<file path="config.mk">
export PLATFORM = sky130hd
export DESIGN_NAME = iso_submit_schedule_checker_unit
export DESIGN_NICKNAME = d
export VERILOG_FILES = /design/src/sv/isc_pkg.sv /design/src/sv/iso_submit_schedule_checker_unit.sv
export SDC_FILE = /design/constraint.sdc
export NUM_CORES = 2
export LEC_CHECK = 0
export BUFFER_PORTS_ARGS = -buffer_cell sky130_fd_sc_hd__buf_4
export CORE_MARGIN = 2
export CORE_UTILIZATION = 60
export CTS_CLUSTER_SIZE = 8
export DETAILED_ROUTE_END_ITERATION = 16
export HOLD_SLACK_MARGIN = 0.02
export PLACE_DENSITY = 0.81
export SLEW_MARGIN = 20
export SYNTH_ARGS = -nofsm -noshare
export SYNTH_HDL_FRONTEND = slang
export SYNTH_SLANG_ARGS = --single-unit
</file>
<file path="constraint.sdc">
create_clock -name clk -period 23.8 [get_ports clk]
set_input_delay 2.38 -clock clk [delete_from_list [all_inputs] [get_ports clk]]
set_output_delay 2.38 -clock clk [all_outputs]
set_load 0.02 [all_outputs]
</file>
<file path="src/sv/isc_pkg.sv">
// Shared types, request codes, register indexes and reset values for the submit schedule checker.
package isc_pkg;

  localparam int unsigned FRAME_BYTES_DEF = 24;

  localparam int CFG_IDX_W = 2;
  localparam int CFG_DATA_W = 48;

  localparam logic [1:0] REQ_SUBMIT = 2'd0;
  localparam logic [1:0] REQ_START = 2'd1;
  localparam logic [1:0] REQ_STOP = 2'd2;

  localparam logic [CFG_IDX_W-1:0] CFG_FRAMES_PER_SLOT = 2'd0;
  localparam logic [CFG_IDX_W-1:0] CFG_SLOTS_PER_SUBMIT = 2'd1;
  localparam logic [CFG_IDX_W-1:0] CFG_BYTES_PER_SLOT = 2'd2;
  localparam logic [CFG_IDX_W-1:0] CFG_MIN_LEAD_FRAMES = 2'd3;

  localparam logic [7:0] RST_FRAMES_PER_SLOT = 8'd1;
  localparam logic [7:0] RST_SLOTS_PER_SUBMIT = 8'd8;
  localparam logic [15:0] RST_BYTES_PER_SLOT = 16'd192;
  localparam logic [47:0] RST_MIN_LEAD_FRAMES = 48'd1;

  typedef struct packed {
    logic [1:0] req_type;
    logic direction;
    logic [7:0] slots;
    logic [23:0] bytes;
    logic [23:0] frames;
    logic [47:0] first_stamp;
    logic [31:0] first_seq;
    logic [47:0] submit_time;
  } req_t;

  typedef struct packed {
    logic ok;
    logic shape_safe;
    logic lead_safe;
    logic order_safe;
    logic all_safe;
    logic [31:0] scheduled_count;
    logic [31:0] capture_count;
    logic [31:0] late_count;
    logic [47:0] min_lead;
    logic [47:0] max_lead;
    logic [47:0] frames_total;
    logic [47:0] bytes_total;
  } rsp_t;

endpackage

</file>
<file path="src/sv/iso_submit_schedule_checker_unit.sv">
// Top level of the isochronous submit schedule checker.
// Each request (submit descriptor, start or stop) gives exactly one result in the cycle after
// its transfer, and a new request can be taken in every cycle while out_ready stays high. The
// result sits in an output register; a request is taken whenever that register is empty or
// being drained in the same cycle, so the sustained rate is one request per cycle, set by the
// update of the checker state. A start latches the expected descriptor size from the live
// registers, so a submit may follow a start in the very next cycle.
module iso_submit_schedule_checker_unit #(
  parameter int unsigned FRAME_BYTES = isc_pkg::FRAME_BYTES_DEF
) (
  input  logic clk,
  input  logic rst,
  input  logic in_valid,
  output logic in_ready,
  input  isc_pkg::req_t in_data,
  output logic out_valid,
  input  logic out_ready,
  output isc_pkg::rsp_t out_data,
  input  logic cfg_we,
  input  logic [isc_pkg::CFG_IDX_W-1:0] cfg_index,
  input  logic [isc_pkg::CFG_DATA_W-1:0] cfg_data
);

  localparam int FbW = $clog2(FRAME_BYTES + 1);
  localparam int PrW = 24 + FbW + 1;

  function automatic logic [31:0] sat_inc32(input logic [31:0] v, input logic en);
    logic [31:0] r;
    r = v;
    if (en && (v != '1)) begin
      r = v + 32'd1;
    end
    return r;
  endfunction

  function automatic logic [47:0] sat_add48(input logic [47:0] a, input logic [23:0] b);
    logic [48:0] s;
    s = {1'b0, a} + {25'd0, b};
    return s[48] ? '1 : s[47:0];
  endfunction

  logic [7:0] reg_fps;
  logic [7:0] reg_sps;
  logic [15:0] reg_bps;
  logic [47:0] reg_minlead;

  logic [7:0] act_sps;
  logic [23:0] act_exp_bytes;
  logic [47:0] act_minlead;

  logic running;
  logic [1:0] seen;
  logic [47:0] last_stamp [2];
  logic [31:0] last_seq [2];
  logic shape_bad;
  logic mono_bad;
  logic [31:0] late_cnt;
  logic [31:0] sched_cnt;
  logic [31:0] capture_cnt;
  logic [47:0] frame_sum;
  logic [47:0] byte_sum;
  logic [47:0] lead_min;
  logic [47:0] lead_max;

  logic [7:0] act_sps_next;
  logic [23:0] act_exp_bytes_next;
  logic [47:0] act_minlead_next;
  logic running_next;
  logic [1:0] seen_next;
  logic shape_bad_next;
  logic mono_bad_next;
  logic [31:0] late_cnt_next;
  logic [31:0] sched_cnt_next;
  logic [31:0] capture_cnt_next;
  logic [47:0] frame_sum_next;
  logic [47:0] byte_sum_next;
  logic [47:0] lead_min_next;
  logic [47:0] lead_max_next;
  logic wr_hist;
  logic ok_next;
  isc_pkg::rsp_t out_data_next;

  logic accept;
  logic start_ok;
  logic [PrW-1:0] frame_lo;
  logic [PrW-1:0] frame_hi;
  logic [PrW-1:0] exp_ext;
  logic frame_match;
  logic shape_err;
  logic stamp_reg;
  logic seq_reg;
  logic [47:0] lead;
  logic late;
  logic deadline_ok;

  assign in_ready = !out_valid || out_ready;
  assign accept = in_valid && in_ready;

  assign start_ok = (reg_fps != '0) && (reg_sps != '0) && (reg_bps != '0) &&
                    (reg_minlead != '0);

  assign exp_ext = PrW'(act_exp_bytes);
  assign frame_lo = PrW'(in_data.frames) * PrW'(FRAME_BYTES);
  assign frame_hi = frame_lo + PrW'(FRAME_BYTES);
  assign frame_match = (frame_lo <= exp_ext) && (exp_ext < frame_hi);

  assign shape_err = (in_data.slots != act_sps) || (in_data.bytes != act_exp_bytes) ||
                     !frame_match || (in_data.first_stamp == '0);
  assign stamp_reg = seen[in_data.direction] &&
                     (in_data.first_stamp <= last_stamp[in_data.direction]);
  assign seq_reg = seen[in_data.direction] && (in_data.first_seq <= last_seq[in_data.direction]);
  assign lead = (in_data.first_stamp > in_data.submit_time) ?
                (in_data.first_stamp - in_data.submit_time) : '0;
  assign late = lead < act_minlead;

  always_comb begin
    act_sps_next = act_sps;
    act_exp_bytes_next = act_exp_bytes;
    act_minlead_next = act_minlead;
    running_next = running;
    seen_next = seen;
    shape_bad_next = shape_bad;
    mono_bad_next = mono_bad;
    late_cnt_next = late_cnt;
    sched_cnt_next = sched_cnt;
    capture_cnt_next = capture_cnt;
    frame_sum_next = frame_sum;
    byte_sum_next = byte_sum;
    lead_min_next = lead_min;
    lead_max_next = lead_max;
    wr_hist = 1'b0;
    ok_next = 1'b0;
    unique case (in_data.req_type)
      isc_pkg::REQ_SUBMIT: begin
        if (running) begin
          wr_hist = 1'b1;
          ok_next = !shape_err && !stamp_reg && !seq_reg && !late;
          shape_bad_next = shape_bad || shape_err;
          mono_bad_next = mono_bad || stamp_reg || seq_reg;
          late_cnt_next = sat_inc32(late_cnt, late);
          sched_cnt_next = sat_inc32(sched_cnt, 1'b1);
          capture_cnt_next = sat_inc32(capture_cnt, !in_data.direction);
          frame_sum_next = sat_add48(frame_sum, in_data.frames);
          byte_sum_next = sat_add48(byte_sum, in_data.bytes);
          seen_next[in_data.direction] = 1'b1;
          if (lead < lead_min) begin
            lead_min_next = lead;
          end
          if (lead > lead_max) begin
            lead_max_next = lead;
          end
        end
      end
      isc_pkg::REQ_START: begin
        if (start_ok) begin
          ok_next = 1'b1;
          act_sps_next = reg_sps;
          act_exp_bytes_next = 24'(reg_sps * reg_bps);
          act_minlead_next = reg_minlead;
          running_next = 1'b1;
          seen_next = '0;
          shape_bad_next = 1'b0;
          mono_bad_next = 1'b0;
          late_cnt_next = '0;
          sched_cnt_next = '0;
          capture_cnt_next = '0;
          frame_sum_next = '0;
          byte_sum_next = '0;
          lead_min_next = '1;
          lead_max_next = '0;
        end
      end
      isc_pkg::REQ_STOP: begin
        ok_next = 1'b1;
        running_next = 1'b0;
      end
      default: begin
        ok_next = 1'b0;
      end
    endcase

    deadline_ok = (sched_cnt_next != '0) && (late_cnt_next == '0) &&
                  (lead_min_next >= act_minlead_next);
    out_data_next.ok = ok_next;
    out_data_next.shape_safe = !shape_bad_next;
    out_data_next.lead_safe = deadline_ok;
    out_data_next.order_safe = !mono_bad_next;
    out_data_next.all_safe = !shape_bad_next && deadline_ok && !mono_bad_next;
    out_data_next.scheduled_count = sched_cnt_next;
    out_data_next.capture_count = capture_cnt_next;
    out_data_next.late_count = late_cnt_next;
    out_data_next.min_lead = lead_min_next;
    out_data_next.max_lead = lead_max_next;
    out_data_next.frames_total = frame_sum_next;
    out_data_next.bytes_total = byte_sum_next;
  end

  always_ff @(posedge clk) begin
    if (rst) begin
      reg_fps <= isc_pkg::RST_FRAMES_PER_SLOT;
      reg_sps <= isc_pkg::RST_SLOTS_PER_SUBMIT;
      reg_bps <= isc_pkg::RST_BYTES_PER_SLOT;
      reg_minlead <= isc_pkg::RST_MIN_LEAD_FRAMES;
    end else if (cfg_we) begin
      unique case (cfg_index)
        isc_pkg::CFG_FRAMES_PER_SLOT: reg_fps <= cfg_data[7:0];
        isc_pkg::CFG_SLOTS_PER_SUBMIT: reg_sps <= cfg_data[7:0];
        isc_pkg::CFG_BYTES_PER_SLOT: reg_bps <= cfg_data[15:0];
        isc_pkg::CFG_MIN_LEAD_FRAMES: reg_minlead <= cfg_data[47:0];
      endcase
    end
  end

  always_ff @(posedge clk) begin
    if (rst) begin
      act_sps <= isc_pkg::RST_SLOTS_PER_SUBMIT;
      act_exp_bytes <= 24'(isc_pkg::RST_SLOTS_PER_SUBMIT * isc_pkg::RST_BYTES_PER_SLOT);
      act_minlead <= isc_pkg::RST_MIN_LEAD_FRAMES;
      running <= 1'b0;
      seen <= '0;
      shape_bad <= 1'b0;
      mono_bad <= 1'b0;
      late_cnt <= '0;
      sched_cnt <= '0;
      capture_cnt <= '0;
      frame_sum <= '0;
      byte_sum <= '0;
      lead_min <= '1;
      lead_max <= '0;
      out_valid <= 1'b0;
    end else begin
      if (accept) begin
        act_sps <= act_sps_next;
        act_exp_bytes <= act_exp_bytes_next;
        act_minlead <= act_minlead_next;
        running <= running_next;
        seen <= seen_next;
        shape_bad <= shape_bad_next;
        mono_bad <= mono_bad_next;
        late_cnt <= late_cnt_next;
        sched_cnt <= sched_cnt_next;
        capture_cnt <= capture_cnt_next;
        frame_sum <= frame_sum_next;
        byte_sum <= byte_sum_next;
        lead_min <= lead_min_next;
        lead_max <= lead_max_next;
        out_valid <= 1'b1;
      end else if (out_ready) begin
        out_valid <= 1'b0;
      end
    end
  end

  always_ff @(posedge clk) begin
    if (accept) begin
      out_data <= out_data_next;
      if (wr_hist) begin
        last_stamp[in_data.direction] <= in_data.first_stamp;
        last_seq[in_data.direction] <= in_data.first_seq;
      end
    end
  end

  // A transfer always leaves a result waiting in the output register.
  a_accept_gives_result: assert property (@(posedge clk) disable iff (rst)
    accept |=> out_valid)
    else $error("accepted request produced no result");

  // A stop transfer always reports success.
  a_stop_ok: assert property (@(posedge clk) disable iff (rst)
    (accept && (in_data.req_type == isc_pkg::REQ_STOP)) |=> out_data.ok)
    else $error("stop request did not report ok");

  // A submit while checking is disabled is always rejected.
  a_idle_submit_rejected: assert property (@(posedge clk) disable iff (rst)
    (accept && (in_data.req_type == isc_pkg::REQ_SUBMIT) && !running) |=> !out_data.ok)
    else $error("submit accepted while not running");

  // The combined flag agrees with its three parts.
  a_all_flag: assert property (@(posedge clk) disable iff (rst)
    out_valid |-> (out_data.all_safe == (out_data.shape_safe && out_data.lead_safe &&
                                         out_data.order_safe)))
    else $error("combined flag disagrees with safety flags");

  // Capture descriptors are a subset of all scheduled descriptors.
  a_capture_bound: assert property (@(posedge clk) disable iff (rst)
    out_valid |-> (out_data.capture_count <= out_data.scheduled_count))
    else $error("capture count exceeds scheduled count");

endmodule
</file>
==> results.toml <==
[status]
status = "finished clean"

[timing]
grt_setup_unrepaired = "no"
relSlewSlack_pct = 22.1
period_share_pct = 48.9
slew_violations = 0
skew_ns = 0.0263
tightest_slew_ns = 1.17
timing.fmax_mhz = 85.9
fin_tns_setup_ns = 0
finalSetupViolations = 0
fin_crit_ns = 11.64
finalHoldViolCount = 0

[power_and_ir_drop]
power_density_nw_per_um2 = 65.7
leakage_nw = 27.3
peakVddDrop_v = 0.0000645

[setup_path]
critPathBufInv = 3
critical_path_depth = 36
crit_top_cell = "a21o_1"
cpMaxStageDelayCell = "o31ai_1"
cp_top_family = "compound AO/OA/AOI/OAI gates"
critPathKind = "primary input to flip-flop"
slowest_delay_ns = 0.91
cp_max_fo = 42
ff2ff_path_depth = 25
cp_data_required_time_ns = 24.28
cp-start-kind = "primary input"
critPathArrivalTime_ns = 12.12
reg2reg_slack_ns = 16.96
crit_path_end_kind = "flip-flop"

[die]
io_pins = 537
initial_core_util_pct = 60.7
die-area_um2 = 97100
core_area_um2 = 93600
std_cell_rows = 112
die_w_um = 312
die_h_um = 312

[layout]
syn_to_final_growth_pct = 15.8
fin_nets = 7516
fill_cells = 7284
drive_above_1_share_pct = 12.2
final_util_pct = 70.2

[hold_path]
hold_depth = 2
hold_class = "flip-flop to flip-flop"

[drt]
drc_errors = 0
first_iter_violations = 5974
routedWlPerCell_um = 22.9
antenna_left = 0
vias = 51690
via_per_inst = 6.41
totalWireLength_mm = 185
firstDrtPassIters = 6

[place]
place_congestion = 0.958
dp_hpwl_mm = 134
port-buffer-count = 536

[synthesis]
yosys_register_bits = 907
synth_fp_nets = 7093
synthDominantCellAreaShare_pct = 24.0
syn_area_per_cell_um2 = 9.04
synth.largest_area_cell = "edfxtp_1"
synth-edff-count = 453
syn_area_um2 = 56800
syn_inst = 6282
synth_cell_types = 95
yosysWarnings = 0
netlist_top_cells_area = "edfxtp_1, dfxtp_1, ha_1, nand2_1, a21oi_1"
async_flop_share_pct = 0
synthFlopType = "dfxtp_1"
seq_area_frac_synth_pct = 40.0

[clock_network]
clk_path_buf_depth = 3
cts_resized = 0
post_cts_buffers = 0
cts_sinks = 907
cts.reportedPaths.clkPinSlew_ns = 0.05
cts-buffers-inserted = 132
cts_tree = "yes"
hold_buffers = 0
cts-htree-levels = 4
clk-insertion-delay-late_ns = 0.75
cts_root_buf = "clkbuf_16"

[global_route]
grt_pass1_vias = 48514
antenna_found_initial = 9
grt_max_degree = 152
grt_overflow = 0
grt_usage_pct = 37.0
grt_pass1_wl_mm = 282

[run]
max_cap_viol_count = 0
path summary, 6_finish.rpt:
kind,startpoint,end
setup / recovery,in_data[95],out_data[288]$_DFFE_PP_
hold reg to reg,act_minlead[14]$_SDFFE_PP0P_,act_minlead[14]$_SDFFE_PP0P_
setup reg to reg,lead_min[28]$_SDFFE_PP1P_,out_data[288]$_DFFE_PP_
hold / removal,act_minlead[14]$_SDFFE_PP0P_,act_minlead[14]$_SDFFE_PP0P_
metrics by stage:
| stage | instances | power, mW | hold slack [ns] | cell area [um^2] | setup WS (ns) |
|---|---|---|---|---|---|
| floorplan | 6282 | 2.26 | 0.440 | 56800 | 11.72 |
| global placement | 7825 | 2.53 | 0.450 | 61800 | 12.04 |
| detailed placement | 7825 | 2.54 | 0.462 | 61800 | 11.81 |
| CTS | 8052 | 4.31 | 0.470 | 65700 | 12.56 |
| global route | 8053 | 4.46 | 0.484 | 65700 | 11.77 |
| finish | 8058 | 4.32 | 0.469 | 65700 | 12.16 |
report_power, final:
part           switching, mW  total (mW)  internal (mW)
logic                  0.505       0.798          0.293
clock network          0.713        1.78           1.06
registers             0.0446        1.74           1.70
layout make-up:
| class | count | area, um^2 | share of cell area, % |
|---|---|---|---|
| multi-input combinational | 4644 | 31400 | 47.8 |
| sequential | 907 | 22700 | 34.5 |
| timing repair buffer | 608 | 4600 | 7.00 |
| clock buffer | 217 | 3730 | 5.67 |
| tap | 1254 | 1570 | 2.39 |
| inverter | 412 | 1550 | 2.36 |
| clock inverter | 10 | 125 | 0.190 |
| antenna | 6 | 15.0 | 0.0228 |
cell usage after synthesis (all sizes together), types with 88 or more instances:
cell and instances:
fa 88, clkbuf 278, a21o 158, nand3 129, and2 88, xnor2 106, inv 411, a21oi 520
o21ai 331, nor2 480, edfxtp 453, nand4 117, nand2 810, dfxtp 454, ha 481, mux2i 164
nor3 143
metal layers:
metal,up-vias,GRT usage [%],wire length [um]
li1,23630,-,-
met1,24597,49.4,73400
met2,2845,57.1,82400
met3,608,7.09,18300
met4,10,19.6,10500
met5,-,0,71
logic make-up after synthesis:
group                    synth area share (%)
multiplexers                             2.95
AO/OA/AOI/OAI                            18.8
flip-flops                               40.0
XOR/XNOR                                 2.47
adder cells (fa/ha/maj)                  13.7
AND/OR/NAND/NOR                          17.2
buffers and inverters                    4.90
worst min-delay path, delay by kind of cell (launching register included):
family | cells | cell delay [ns]
AO/OA/AOI/OAI | 1 | 0.05
AND/OR/NAND/NOR | 1 | 0.05
flip-flops | 1 | 0.31
cells in the final DEF, fill, tap and decap left out, drive strengths merged, types with 217 or more instances in the layout:
master and count:
edfxtp 453, nand2 810, dfxtp 454, buf 608
o21ai 331, nor2 480, ha 481, a21oi 520
clkbuf 217, inv 420
sequential cells by signal, indices dropped and copies added (netlist names):
name	cells
frame_sum	48
late_cnt	32
act_exp_bytes	24
out_valid	1
lead_max	48
seen	2
act_minlead	48
lead_min	48
byte_sum	48
mono_bad	1
reg_fps	8
running	1
last_seq	64
last_stamp	96
sched_cnt	32
reg_bps	16
reg_minlead	48
act_sps	8
shape_bad	1
capture_cnt	32
reg_sps	8
out_data	293
Note: power is estimated with default switching activity, not from simulation.
